<file path="config.mk">
export PLATFORM = sky130hd
export DESIGN_NAME = switch_debouncer_autorepeat
export DESIGN_NICKNAME = d
export VERILOG_FILES = /design/src/rtl/sdar_pkg.sv /design/src/rtl/switch_debouncer_autorepeat.sv /design/src/rtl/sdar_lane.sv
export SDC_FILE = /design/constraint.sdc
export NUM_CORES = 1
export LEC_CHECK = 0
export ABC_AREA = 1
export BUFFER_PORTS_ARGS = -buffer_cell sky130_fd_sc_hd__buf_2
export CAP_MARGIN = 20
export CORE_MARGIN = 2
export CORE_UTILIZATION = 37
export CTS_CLUSTER_DIAMETER = 100
export DETAILED_ROUTE_END_ITERATION = 8
export PLACE_DENSITY = 0.56
export SYNTH_ARGS = -nofsm -noshare
export SYNTH_HDL_FRONTEND = slang
export SYNTH_SLANG_ARGS = --single-unit
export TNS_END_PERCENT = 10
</file>
<file path="constraint.sdc">
create_clock -name clk -period 3.6 [get_ports clk]
set_input_delay 0.18 -clock clk [delete_from_list [all_inputs] [get_ports clk]]
set_output_delay 0.18 -clock clk [all_outputs]
set_load 0.01 [all_outputs]
</file>
<file path="src/rtl/sdar_pkg.sv">
// ---------------------------------------------------------------------------
// sdar_pkg: shared types and constants for the switch debouncer
// Payload structs, configuration register map and the saturating tick counter.
// ---------------------------------------------------------------------------
package sdar_pkg;

  localparam int SW_MAX    = 8;
  localparam int SW_IDX_W  = 3;
  localparam int CNT_W     = 12;
  localparam int CFG_IDX_W = 3;
  localparam int CFG_DAT_W = 12;

  localparam logic [CNT_W-1:0] COUNT_MAX = '1;

  typedef enum logic [CFG_IDX_W-1:0] {
    CFG_PRESS_DELAY   = 3'd0,
    CFG_REARM_DELAY   = 3'd1,
    CFG_REPEAT_DELAY  = 3'd2,
    CFG_LONG_HOLD     = 3'd3,
    CFG_SPECIAL_INDEX = 3'd4,
    CFG_REPEAT_MASK   = 3'd5
  } cfg_idx_t;

  typedef struct packed {
    logic [SW_MAX-1:0] level_low;
    logic [SW_MAX-1:0] fall_events;
    logic [SW_MAX-1:0] press_ack;
  } in_item_t;

  typedef struct packed {
    logic [SW_MAX-1:0] pressed;
    logic              long_hold_event;
  } out_item_t;

  typedef struct packed {
    logic [CNT_W-1:0]    press_delay;
    logic [CNT_W-1:0]    rearm_delay;
    logic [CNT_W-1:0]    repeat_delay;
    logic [CNT_W-1:0]    long_hold;
    logic [SW_IDX_W-1:0] special_index;
    logic [SW_MAX-1:0]   repeat_mask;
  } cfg_regs_t;

  // per-switch role, decoded from the configuration
  typedef struct packed {
    logic is_special;
    logic is_repeat;
  } lane_ctrl_t;

  // per-switch result of one tick
  typedef struct packed {
    logic pressed;
    logic long_hold_event;
  } lane_res_t;

  function automatic logic [CNT_W-1:0] count_up(input logic [CNT_W-1:0] c);
    count_up = (c == COUNT_MAX) ? c : c + CNT_W'(1);
  endfunction

endpackage

</file>
<file path="src/rtl/switch_debouncer_autorepeat.sv">
// ---------------------------------------------------------------------------
// switch_debouncer_autorepeat: push-button debouncer with auto-repeat
// Each input transfer is one debounce tick carrying the live low levels, the
// press edges since the last tick and acknowledges of reported presses.
// Each tick gives one result: the pending press bitmap and a long-hold event
// for the special switch.
// Configuration is written over the cfg_ channel (always ready) by register
// index; unknown indexes are ignored. Write it only while the block is idle.
// Path: a tick accepted goes into the input register, and its result is then
// registered at out_ when the result slot is free.
// Throughput: one tick per cycle while the output does not stall, set by the
// single-pass per-switch logic between the input and result registers.
// Reset clears all switch state and loads the default delays 5, 35, 75, 300,
// special index 0 and an empty repeat mask.
// When out_ready is low the result holds, the input register keeps one more
// tick and in_ready drops once both are full.
// ---------------------------------------------------------------------------
module switch_debouncer_autorepeat
  import sdar_pkg::*;
#(
  parameter int SWITCH_COUNT = 8
) (
  input  logic                 clk,
  input  logic                 rst_n,
  input  logic                 in_valid,
  output logic                 in_ready,
  input  in_item_t             in_data,
  output logic                 out_valid,
  input  logic                 out_ready,
  output out_item_t            out_data,
  input  logic                 cfg_valid,
  output logic                 cfg_ready,
  input  logic [CFG_IDX_W-1:0] cfg_index,
  input  logic [CFG_DAT_W-1:0] cfg_data
);

  cfg_regs_t cfg_r;
  logic      s1_valid_r;
  in_item_t  s1_data_r;
  logic      out_valid_r;
  out_item_t out_data_r;
  logic      adv;
  out_item_t res_nxt;
  lane_res_t lane_res [SW_MAX];

  assign cfg_ready = 1'b1;

  always_ff @(posedge clk) begin
    if (!rst_n) begin
      cfg_r.press_delay   <= CNT_W'(5);
      cfg_r.rearm_delay   <= CNT_W'(35);
      cfg_r.repeat_delay  <= CNT_W'(75);
      cfg_r.long_hold     <= CNT_W'(300);
      cfg_r.special_index <= '0;
      cfg_r.repeat_mask   <= '0;
    end else if (cfg_valid) begin
      unique case (cfg_idx_t'(cfg_index))
        CFG_PRESS_DELAY:   cfg_r.press_delay   <= cfg_data;
        CFG_REARM_DELAY:   cfg_r.rearm_delay   <= cfg_data;
        CFG_REPEAT_DELAY:  cfg_r.repeat_delay  <= cfg_data;
        CFG_LONG_HOLD:     cfg_r.long_hold     <= cfg_data;
        CFG_SPECIAL_INDEX: cfg_r.special_index <= cfg_data[SW_IDX_W-1:0];
        CFG_REPEAT_MASK:   cfg_r.repeat_mask   <= cfg_data[SW_MAX-1:0];
        default: ;
      endcase
    end
  end

  // the tick in the input register moves on when the result slot is free
  assign adv      = !out_valid_r || out_ready;
  assign in_ready = !s1_valid_r || adv;

  always_ff @(posedge clk) begin
    if (!rst_n) begin
      s1_valid_r  <= 1'b0;
      out_valid_r <= 1'b0;
    end else begin
      if (in_ready) begin
        s1_valid_r <= in_valid;
      end
      if (adv) begin
        out_valid_r <= s1_valid_r;
      end
    end
  end

  always_ff @(posedge clk) begin
    if (in_ready && in_valid) begin
      s1_data_r <= in_data;
    end
    if (adv && s1_valid_r) begin
      out_data_r <= res_nxt;
    end
  end

  for (genvar i = 0; i < SW_MAX; i++) begin : g_sw
    if (i < SWITCH_COUNT) begin : g_live
      lane_ctrl_t ctrl;
      assign ctrl.is_special = (cfg_r.special_index == SW_IDX_W'(i));
      assign ctrl.is_repeat  = cfg_r.repeat_mask[i];
      sdar_lane u_lane (
        .clk     (clk),
        .rst_n   (rst_n),
        .upd     (adv && s1_valid_r),
        .cfg     (cfg_r),
        .ctrl    (ctrl),
        .low     (s1_data_r.level_low[i]),
        .fall    (s1_data_r.fall_events[i]),
        .ack     (s1_data_r.press_ack[i]),
        .res_nxt (lane_res[i])
      );
    end else begin : g_unused
      assign lane_res[i] = '0;
    end
  end

  always_comb begin
    res_nxt = '0;
    for (int k = 0; k < SW_MAX; k++) begin
      res_nxt.pressed[k]      = lane_res[k].pressed;
      res_nxt.long_hold_event = res_nxt.long_hold_event | lane_res[k].long_hold_event;
    end
  end

  assign out_valid = out_valid_r;
  assign out_data  = out_data_r;

  // a long-hold event needs a special switch that exists
  a_event_live: assert property (@(posedge clk) disable iff (!rst_n)
    out_valid_r && out_data_r.long_hold_event |->
      (int'(cfg_r.special_index) < SWITCH_COUNT))
    else $error("long-hold event without a live special switch");

  // switches beyond SWITCH_COUNT never report a press
  a_unused_zero: assert property (@(posedge clk) disable iff (!rst_n)
    out_valid_r |-> ((out_data_r.pressed >> SWITCH_COUNT) == '0))
    else $error("press reported on an unused switch");

  // a tick waiting in the input register is kept while the result stalls
  a_s1_hold: assert property (@(posedge clk) disable iff (!rst_n)
    s1_valid_r && !adv |=> s1_valid_r && $stable(s1_data_r))
    else $error("input register lost a stalled tick");

  // a result that stalls is not overwritten
  a_out_hold: assert property (@(posedge clk) disable iff (!rst_n)
    out_valid_r && !out_ready |=> out_valid_r && $stable(out_data_r))
    else $error("stalled result changed");

endmodule

</file>
<file path="src/rtl/sdar_lane.sv">
// ---------------------------------------------------------------------------
// sdar_lane: one switch of the debouncer
// Holds the held, debounce and pressed flags and the hold counter of one
// switch and advances them by one tick when upd is high.
// ---------------------------------------------------------------------------
module sdar_lane
  import sdar_pkg::*;
(
  input  logic       clk,
  input  logic       rst_n,
  input  logic       upd,
  input  cfg_regs_t  cfg,
  input  lane_ctrl_t ctrl,
  input  logic       low,
  input  logic       fall,
  input  logic       ack,
  output lane_res_t  res_nxt
);

  logic             held_r, deb_r, pressed_r;
  logic [CNT_W-1:0] cnt_r;
  logic             held_nxt, deb_nxt, pressed_nxt;
  logic [CNT_W-1:0] cnt_nxt;
  logic             event_nxt;

  always_comb begin
    logic             held0;
    logic             pr0;
    logic [CNT_W-1:0] c_up;
    held0       = held_r | fall;
    pr0         = pressed_r & ~ack;
    c_up        = count_up(cnt_r);
    held_nxt    = held0;
    deb_nxt     = deb_r;
    pressed_nxt = pr0;
    cnt_nxt     = cnt_r;
    event_nxt   = 1'b0;
    if (held0) begin
      if (ctrl.is_special) begin
        // short press on release, long-hold event while still low
        if (cnt_r <= cfg.press_delay) begin
          cnt_nxt = c_up;
        end else if (!low) begin
          if (cnt_r < cfg.long_hold) begin
            pressed_nxt = 1'b1;
          end
          held_nxt = 1'b0;
          deb_nxt  = 1'b0;
          cnt_nxt  = '0;
        end else if (!deb_r) begin
          cnt_nxt = c_up;
          if (c_up >= cfg.long_hold) begin
            deb_nxt   = 1'b1;
            event_nxt = 1'b1;
          end
        end
      end else begin
        cnt_nxt = c_up;
        if (!deb_r && !pr0 && (c_up > cfg.press_delay) && low) begin
          pressed_nxt = 1'b1;
          deb_nxt     = 1'b1;
        end
        if (c_up > cfg.rearm_delay) begin
          if (ctrl.is_repeat && low) begin
            // still held: re-arm once the repeat delay has gone by
            if (c_up > cfg.repeat_delay) begin
              cnt_nxt = '0;
              deb_nxt = 1'b0;
            end
          end else begin
            held_nxt = 1'b0;
            deb_nxt  = 1'b0;
            cnt_nxt  = '0;
          end
        end
      end
    end
  end

  always_ff @(posedge clk) begin
    if (!rst_n) begin
      held_r    <= 1'b0;
      deb_r     <= 1'b0;
      pressed_r <= 1'b0;
      cnt_r     <= '0;
    end else if (upd) begin
      held_r    <= held_nxt;
      deb_r     <= deb_nxt;
      pressed_r <= pressed_nxt;
      cnt_r     <= cnt_nxt;
    end
  end

  assign res_nxt.pressed         = pressed_nxt;
  assign res_nxt.long_hold_event = event_nxt;

endmodule
</file>
==> impl_metrics.toml, run 1 <==
[cells_and_area]
proportion_of_layout_cells_with_a_drive_suffix_above_1_pct = 7.90
area.growth.synth_to_final_pct = 15.3
finish.utilization_pct = 43.0
nNetsFinal = 4331

[sta]
rsz0062_at_grt = "yes"
maxSlewViolCount = 0
finalSetupViolations = 0
hold-worst-slack_ns = 0.100
clock.fmax_mhz = 301
report.final.hold_viol_count = 0
skew_ns = 0.0364
timing.max_slew.rel_slack_pct = 26.1
slew_at_the_pin_with_the_worst_max_slew_slack_ns = 1.11
totalNegativeSetupSlack_ns = 0
tmin_final_ns = 3.33
post-route-period-util_pct = 92.4

[yosys]
yosys.cell_types.count = 47
ys_seq_elements = 214
synthDominantCellAreaShare_pct = 30.1
synth_area_per_cell_um2 = 6.85
number_of_flops_mapped_to_enable_cells_by_yosys = 33
synth.net_count = 4120
sequential_cell_area_fraction_in_the_yosys_report_pct = 19.3
synth_top_cells_by_area = "sky130_fd_sc_hd__ha_1 30%, sky130_fd_sc_hd__dfxtp_1 15%, sky130_fd_sc_hd__nand2_1 14%"
netlist.top_cell.by_area = "sky130_fd_sc_hd__ha_1"
syn_inst = 3500
post_synthesis_cell_area_um2 = 24000
yosysWarnings = 0
synthArstFlopShare_pct = 0
postSynth.topFlopCell = "sky130_fd_sc_hd__dfxtp_1"

[grt]
global_route_total_usage_across_every_layer_pct = 26.6
grt_antenna_before_repair = 4
largest_net_degree_at_the_start_of_global_routing = 81
first_global_vias = 22541
global_route.overflow_total = 0
wire_length_of_the_first_global_routing_pass_um = 136000

[placement]
io_buffers = 54
detailedPlacementHpwl_um = 65100
finalWeightedCongestion = 0.912

[worst_setup_path]
worstSetupStartpointType = "flop"
critical_path.slowest_cell = "sky130_fd_sc_hd__dfxtp_1"
crit_arrival_ns = 3.77
crit_path_cell_trace = "ha_1 > nand2_1 > nor3_2 > nand2_1 > nor2_2 > nand2_2 > o21ai_0 > inv_1 > ha_1 > inv_1 > nor2_1 > o21ai_0 > a21oi_1 > nor2_1 > nor2_1 > nand3_1 > buf_4 > nand3_1 > a21oi_1"
timing.rr.end = "g_sw[4].g_live.u_lane.cnt_r[9]$_SDFFE_PN0P_"
critical_path.max_fanout = 12
critPathKind = "flop to flop"
cell_type_with_the_highest_occurrence_count_on_the_critical_path = "sky130_fd_sc_hd__nor2_1"
critical-path-max-stage-delay_ns = 0.42
worst_reg2reg_path_depth = 19
regToRegStartpoint = "g_sw[4].g_live.u_lane.cnt_r[0]$_SDFFE_PN0P_"
required_time_of_the_worst_setup_path_ns = 4.04
rrSetupSlack_ns = 0.27
end_kind = "flop"

[routing]
final_antenna_net_count = 0
routed-via-count = 24231
post_drt_wl_per_cell_um = 19.4
vias_per_cell = 5.27
firstDrtPassIters = 7
drt-total-wl_um = 89300
initialDrtViolationCount = 2174
route.detailed.drc = 0

[power_and_ir_drop]
cellLeakagePower_nw = 13.9
power_density_nw_per_um2 = 256
peak_supply_drop_v = 0.000351

[clock_tree]
tritoncts = "built"
clock_sink_count = 214
clk_pin_slew_ns = 0.06
cts.repair_timing.setup_buffer_count = 0
cts-root-buf = "sky130_fd_sc_hd__clkbuf_16"
clockBufferDepth = 3
worst_skew_pair_later_pin_latency_ns = 0.61
cts_made_buffers = 30
h-tree-depth = 1

[floorplan]
die-height_um = 259
number_of_top_level_pins = 56
area_enclosed_by_the_die_boundary_um2 = 66800
die_x_extent_um = 259
placementRows = 93
floorplan.core_area_um2 = 64200
start_util_pct = 37.3

[min_path]
hold_path.class = "primary input to flop"
worst_hold_path.num_cells = 6
min_delay_worst_endpoint = "cfg_r[47]$_SDFFE_PN1P_"
worst_hold_startpoint = "cfg_index[1]"

[status]
status = "finished clean"

[run]
maxCapViolCount = 0
-- final cells by class --
type	count	area, um2
well taps	855	1070
clock inverters	17	179
inverters	357	1340
fillers	6807	36600
diodes	4	10.0
repair buffers	236	1790
multi-input cells	2872	17800
clock buffers	39	837
flip-flops and latches	214	4610
-- worst max-delay path, delay by kind of cell (launching register included) --
| family | cells | cell delay (ns) |
|---|---|---|
| fa+ha+maj | 2 | 0.54 |
| compound gates | 4 | 0.47 |
| simple gates | 10 | 1.33 |
| buf+inv | 3 | 0.41 |
| flops | 1 | 0.42 |
-- report_power, final --
group / internal [W] / switching (W) / leakage (nW)
clock: 0.00185 / 0.00127 / 0.499
sequential: 0.00251 / 0.0000585 / 1.79
combinational: 0.000463 / 0.000918 / 11.6
total: 0.00482 / 0.00225 / 13.9
-- state kept, by name (all words and copies together) (netlist names) --
signal                        flops
g_sw.g_live.u_lane.cnt_r         96
cfg_r                            59
s1_data_r                        24
out_data                          9
g_sw.g_live.u_lane.deb_r          8
g_sw.g_live.u_lane.held_r         8
g_sw.g_live.u_lane.pressed_r      8
out_valid                         1
s1_valid_r                        1
-- what timing repair did --
item                                    CTS  global route
hold buffers                             40             0
hold endpoints to repair                 81             0
gates resized for setup                   0            17
endpoints found under the setup margin    0            49
-- stage by stage --
stage | instances | instance area [um2] | power (W) | setup slack, ns
after global routing | 4591 | 27600 | 0.00742 | -0.0151
after floorplan | 3500 | 24000 | 0.00344 | 0.658
final | 4594 | 27600 | 0.00707 | 0.274
after detailed placement | 4494 | 26200 | 0.00394 | 0.203
after global placement | 4494 | 26200 | 0.00393 | 0.234
after CTS | 4590 | 27600 | 0.00711 | 0.175
-- how the worst max path moves through the flow --
stage	from	endpoint	slack (ns)
6_report	g_sw[4].g_live.u_lane.cnt_r[0]$_SDFFE_PN0P_	g_sw[4].g_live.u_lane.cnt_r[9]$_SDFFE_PN0P_	0.27
5_1_grt	g_sw[1].g_live.u_lane.cnt_r[1]$_SDFFE_PN0P_	g_sw[1].g_live.u_lane.cnt_r[3]$_SDFFE_PN0P_	-0.02
4_1_cts	g_sw[0].g_live.u_lane.cnt_r[0]$_SDFFE_PN0P_	g_sw[0].g_live.u_lane.cnt_r[8]$_SDFFE_PN0P_	0.18
3_5_place_dp	g_sw[0].g_live.u_lane.cnt_r[0]$_SDFFE_PN0P_	g_sw[0].g_live.u_lane.cnt_r[5]$_SDFFE_PN0P_	0.20
3_3_place_gp	g_sw[0].g_live.u_lane.cnt_r[1]$_SDFFE_PN0P_	g_sw[0].g_live.u_lane.cnt_r[8]$_SDFFE_PN0P_	0.23
2_1_floorplan	g_sw[1].g_live.u_lane.cnt_r[0]$_SDFFE_PN0P_	g_sw[1].g_live.u_lane.cnt_r[6]$_SDFFE_PN0P_	0.66
-- cells in the mapped netlist, drive strengths merged (3+ instances only) --
cell type	number
nor4	6
nor2	327
nor3	35
o21a	29
xnor2	8
a21boi	5
ha	576
o211ai	6
a31oi	6
clkbuf	28
edfxtp	33
and2	21
o21bai	14
inv	355
a21o	3
buf	29
a21oi	430
xor2	38
nand3	211
nand4	56
nand3b	5
o21ai	186
dfxtp	181
or2	6
nand2	897
-- cells by family after synthesis --
family	count (synthesis)	share of synthesized area (%)
adders and majority gates	576	30.1
buffers and inverters	414	6.67
xor gates and xnor gates	46	1.68
and+or+nand+nor	1566	27.3
AOI/OAI and AO/OA	683	15.0
other	1	0.0156
DFF	214	19.3
-- routing by layer --
metal | up-vias | track usage, % | share of wire (%)
met5 | - | 0 | 0.012
li1 | 12304 | - | -
met1 | 10991 | 36.4 | 45
met4 | 2 | 9.30 | 3.8
met2 | 755 | 43.1 | 44
met3 | 179 | 3.37 | 7.2
-- layout by cell type, fill, tap and decap left out, drive strengths merged, types with 6 or more instances in the layout --
| cell | n |
|---|---|
| nand2 | 897 |
| ha | 576 |
| a21oi | 430 |
| inv | 356 |
| nor2 | 327 |
| nand3 | 211 |
| buf | 196 |
| o21ai | 186 |
| dfxtp | 181 |
| nand4 | 56 |
| dlygate4sd3 | 40 |
| clkbuf | 39 |
| xor2 | 38 |
| nor3 | 35 |
| edfxtp | 33 |
| o21a | 29 |
| and2 | 21 |
| o21bai | 14 |
| clkinv | 13 |
| xnor2 | 8 |
| nor4 | 6 |
| a31oi | 6 |
| o211ai | 6 |
| or2 | 6 |
Power figures use the tool's default switching activity.
==> run 2: changes to the inputs <==
==> constraint.sdc (replaced) <==
create_clock -name clk -period 3.6 [get_ports clk]
set_input_delay 0.36 -clock clk [delete_from_list [all_inputs] [get_ports clk]]
set_output_delay 0.36 -clock clk [all_outputs]
set_load 0.01 [all_outputs]
==> run 2 against run 1 <==
Combinational power hardly changed; via count hardly changed; critical path depth is 4 lower; setup slack worse by 0.025 ns; sequential power hardly changed; wire length is 0.38% lower; cell count is 0.41% lower; count of clock-buffer cells in the layout is 5 higher; fmax is 0.75% lower; first-iteration DRC count is 6.4% lower; die area stayed put; critical path type unchanged.
==> impl_metrics.toml, run 2 (synthesized netlist as in run 1, its figures left out) <==
[routing]
routed-via-count = 24247
final_antenna_net_count = 0
post_drt_wl_per_cell_um = 19.4
initialDrtViolationCount = 2034
route.detailed.drc = 0
vias_per_cell = 5.30
firstDrtPassIters = 5
drt-total-wl_um = 88900

[floorplan]
die-height_um = 259
placementRows = 93
start_util_pct = 37.3
die_x_extent_um = 259
floorplan.core_area_um2 = 64200
area_enclosed_by_the_die_boundary_um2 = 66800
number_of_top_level_pins = 56

[cells_and_area]
area_taken_by_multi_input_logic_gates_um2 = 17800
nNetsFinal = 4316
largest_register_ff_count = 96
largest_registers = "g_sw.g_live.u_lane.cnt_r (96), cfg_r (59), s1_data_r (24)"
regArea_um2 = 4610
register_name_with_the_most_flops = "g_sw.g_live.u_lane.cnt_r"
proportion_of_layout_cells_with_a_drive_suffix_above_1_pct = 7.82
layoutNonFillerInstCount = 4575
area.growth.synth_to_final_pct = 14.7
mostFrequentLayoutCell = "sky130_fd_sc_hd__nand2_1"
antenna_cells = 0
fillerInstances = 6786
layout.cells.most_common_list = "886 x sky130_fd_sc_hd__nand2_1, 576 x sky130_fd_sc_hd__ha_1, 425 x sky130_fd_sc_hd__a21oi_1, 346 x sky130_fd_sc_hd__inv_1, 321 x sky130_fd_sc_hd__nor2_1"

[clock_tree]
clk_pin_slew_ns = 0.06
h-tree-depth = 1
cts.repair_timing.setup_buffer_count = 0
clock_sink_count = 214
worst_skew_pair_later_pin_latency_ns = 0.60
clockBufferDepth = 3
cts-root-buf = "sky130_fd_sc_hd__clkbuf_16"
tritoncts = "built"
cts_made_buffers = 30

[worst_setup_path]
crit_path_cell_trace = "ha_1 > nand3_1 > nor3_2 > nand2_1 > o21ai_0 > inv_1 > ha_1 > a21oi_1 > o21ai_0 > nand3_1 > nand3_1 > nand3_1 > o21ai_0 > nor2_1 > nand2_1"
critical_path.max_fanout = 13
crit_arrival_ns = 3.70
end_kind = "flop"
critical-path-max-stage-delay_ns = 0.45
worstSetupStartpointType = "flop"
cell_type_with_the_highest_occurrence_count_on_the_critical_path = "sky130_fd_sc_hd__nand3_1"
worst_reg2reg_path_depth = 15
rrSetupSlack_ns = 0.25
cpLargestDelayFamily = "simple AND/OR/NAND/NOR gates"
regToRegStartpoint = "g_sw[7].g_live.u_lane.cnt_r[1]$_SDFFE_PN0P_"
path_buf_inv = 1
required_time_of_the_worst_setup_path_ns = 3.94
critical_path.slowest_cell = "sky130_fd_sc_hd__dfxtp_1"
timing.rr.end = "out_data[0]$_DFFE_PP_"
critPathKind = "flop to flop"

[sta]
post-route-period-util_pct = 93.1
maxSlewViolCount = 0
tmin_final_ns = 3.35
rsz0062_at_grt = "yes"
timing.max_slew.rel_slack_pct = 37.1
skew_ns = 0.0143
report.final.hold_viol_count = 0
slew_at_the_pin_with_the_worst_max_slew_slack_ns = 0.934
finalSetupViolations = 0
clock.fmax_mhz = 298

[power_and_ir_drop]
power_w = 0.00712
cellLeakagePower_nw = 13.9
peak_supply_drop_v = 0.000345
power_density_nw_per_um2 = 259

[min_path]
worst_hold_startpoint = "in_valid"
min_delay_worst_endpoint = "s1_valid_r$_SDFFE_PN0N_"
worst_hold_path.num_cells = 3
hold_path.class = "primary input to flop"

[grt]
global_route.overflow_total = 0
grt_antenna_before_repair = 5
first_global_vias = 22038
largest_net_degree_at_the_start_of_global_routing = 76
wire_length_of_the_first_global_routing_pass_um = 134000
global_route_total_usage_across_every_layer_pct = 26.3

[run]
maxCapViolCount = 0

[placement]
place_inst = 4495
detailedPlacementHpwl_um = 65100
io_buffers = 54
finalWeightedCongestion = 0.905

[status]
status = "finished clean"
[run 2: changes by cell type in the layout (fill, tap and decap cells not counted), sizes merged]
cell and delta:
dlygate4sd3 -16, clkbuf +5, diode -4, inv -1, clkinv -4, buf +1
[run 2: worst max-delay path by stage]
stage / from / endpoint / slack (ns) / cells past startpoint
final: g_sw[7].g_live.u_lane.cnt_r[1]$_SDFFE_PN0P_ / out_data[0]$_DFFE_PP_ / 0.25 / 15
after global routing: g_sw[4].g_live.u_lane.cnt_r[0]$_SDFFE_PN0P_ / g_sw[4].g_live.u_lane.cnt_r[2]$_SDFFE_PN0P_ / -0.08 / 19
after CTS: g_sw[0].g_live.u_lane.cnt_r[1]$_SDFFE_PN0P_ / g_sw[0].g_live.u_lane.cnt_r[8]$_SDFFE_PN0P_ / 0.23 / 20
after detailed placement: g_sw[0].g_live.u_lane.cnt_r[1]$_SDFFE_PN0P_ / g_sw[0].g_live.u_lane.cnt_r[8]$_SDFFE_PN0P_ / 0.25 / 20
after global placement: g_sw[4].g_live.u_lane.cnt_r[0]$_SDFFE_PN0P_ / out_data[0]$_DFFE_PP_ / 0.21 / 17
after floorplan: g_sw[1].g_live.u_lane.cnt_r[0]$_SDFFE_PN0P_ / g_sw[1].g_live.u_lane.cnt_r[6]$_SDFFE_PN0P_ / 0.66 / 20
[run 2: worst reg2reg max path, delay by kind of cell (launching register included)]
| family | cells | cell delay (ns) |
|---|---|---|
| adder cells (fa/ha/maj) | 2 | 0.55 |
| AND/OR/NAND/NOR | 8 | 1.32 |
| buffers and inverters | 1 | 0.14 |
| AO/OA/AOI/OAI | 4 | 0.62 |
| flip-flops | 1 | 0.45 |
[run 2: through the flow]
step | setup TNS, ns | utilization [%] | hold WS (ns) | cell area, um2 | setup slack, ns
2_1_floorplan | 0 | - | 0.446 | 24000 | 0.658
3_3_place_gp | 0 | 40.8 | 0.454 | 26200 | 0.206
3_5_place_dp | 0 | 40.8 | 0.458 | 26200 | 0.246
4_1_cts | 0 | 42.8 | 0.0149 | 27500 | 0.226
5_1_grt | -0.716 | 42.8 | 0.0456 | 27500 | -0.0830
6_report | 0 | 42.8 | 0.0505 | 27500 | 0.248
[run 2: layout make-up]
class                      instances  area share, %
clock buffer                      44           3.26
clock inverter                    12          0.537
inverter                         357           4.88
multi-input combinational       2872           64.7
sequential                       214           16.8
tap                              855           3.89
timing repair buffer             221           5.95
[run 2: timing repair]
item | CTS | global route
hold buffers | 24 | 0
hold endpoints to repair | 24 | 0
gates resized for setup | 0 | 14
endpoints found under the setup margin | 0 | 43
[run 2: routing by layer]
layer	vias up	wire (um)	track usage (%)
li1	12307	-	-
met1	11049	40200	36.4
met2	750	39100	42.4
met3	137	6680	3.31
met4	4	2890	8.09
met5	-	29	0
[run 2: report_power, final]
| part | switching (W) | leakage, nW | internal (W) |
|---|---|---|---|
| combinational | 0.000909 | 11.6 | 0.000450 |
| clock | 0.00126 | 0.509 | 0.00193 |
| sequential | 0.0000584 | 1.79 | 0.00251 |
| total | 0.00223 | 13.9 | 0.00489 |
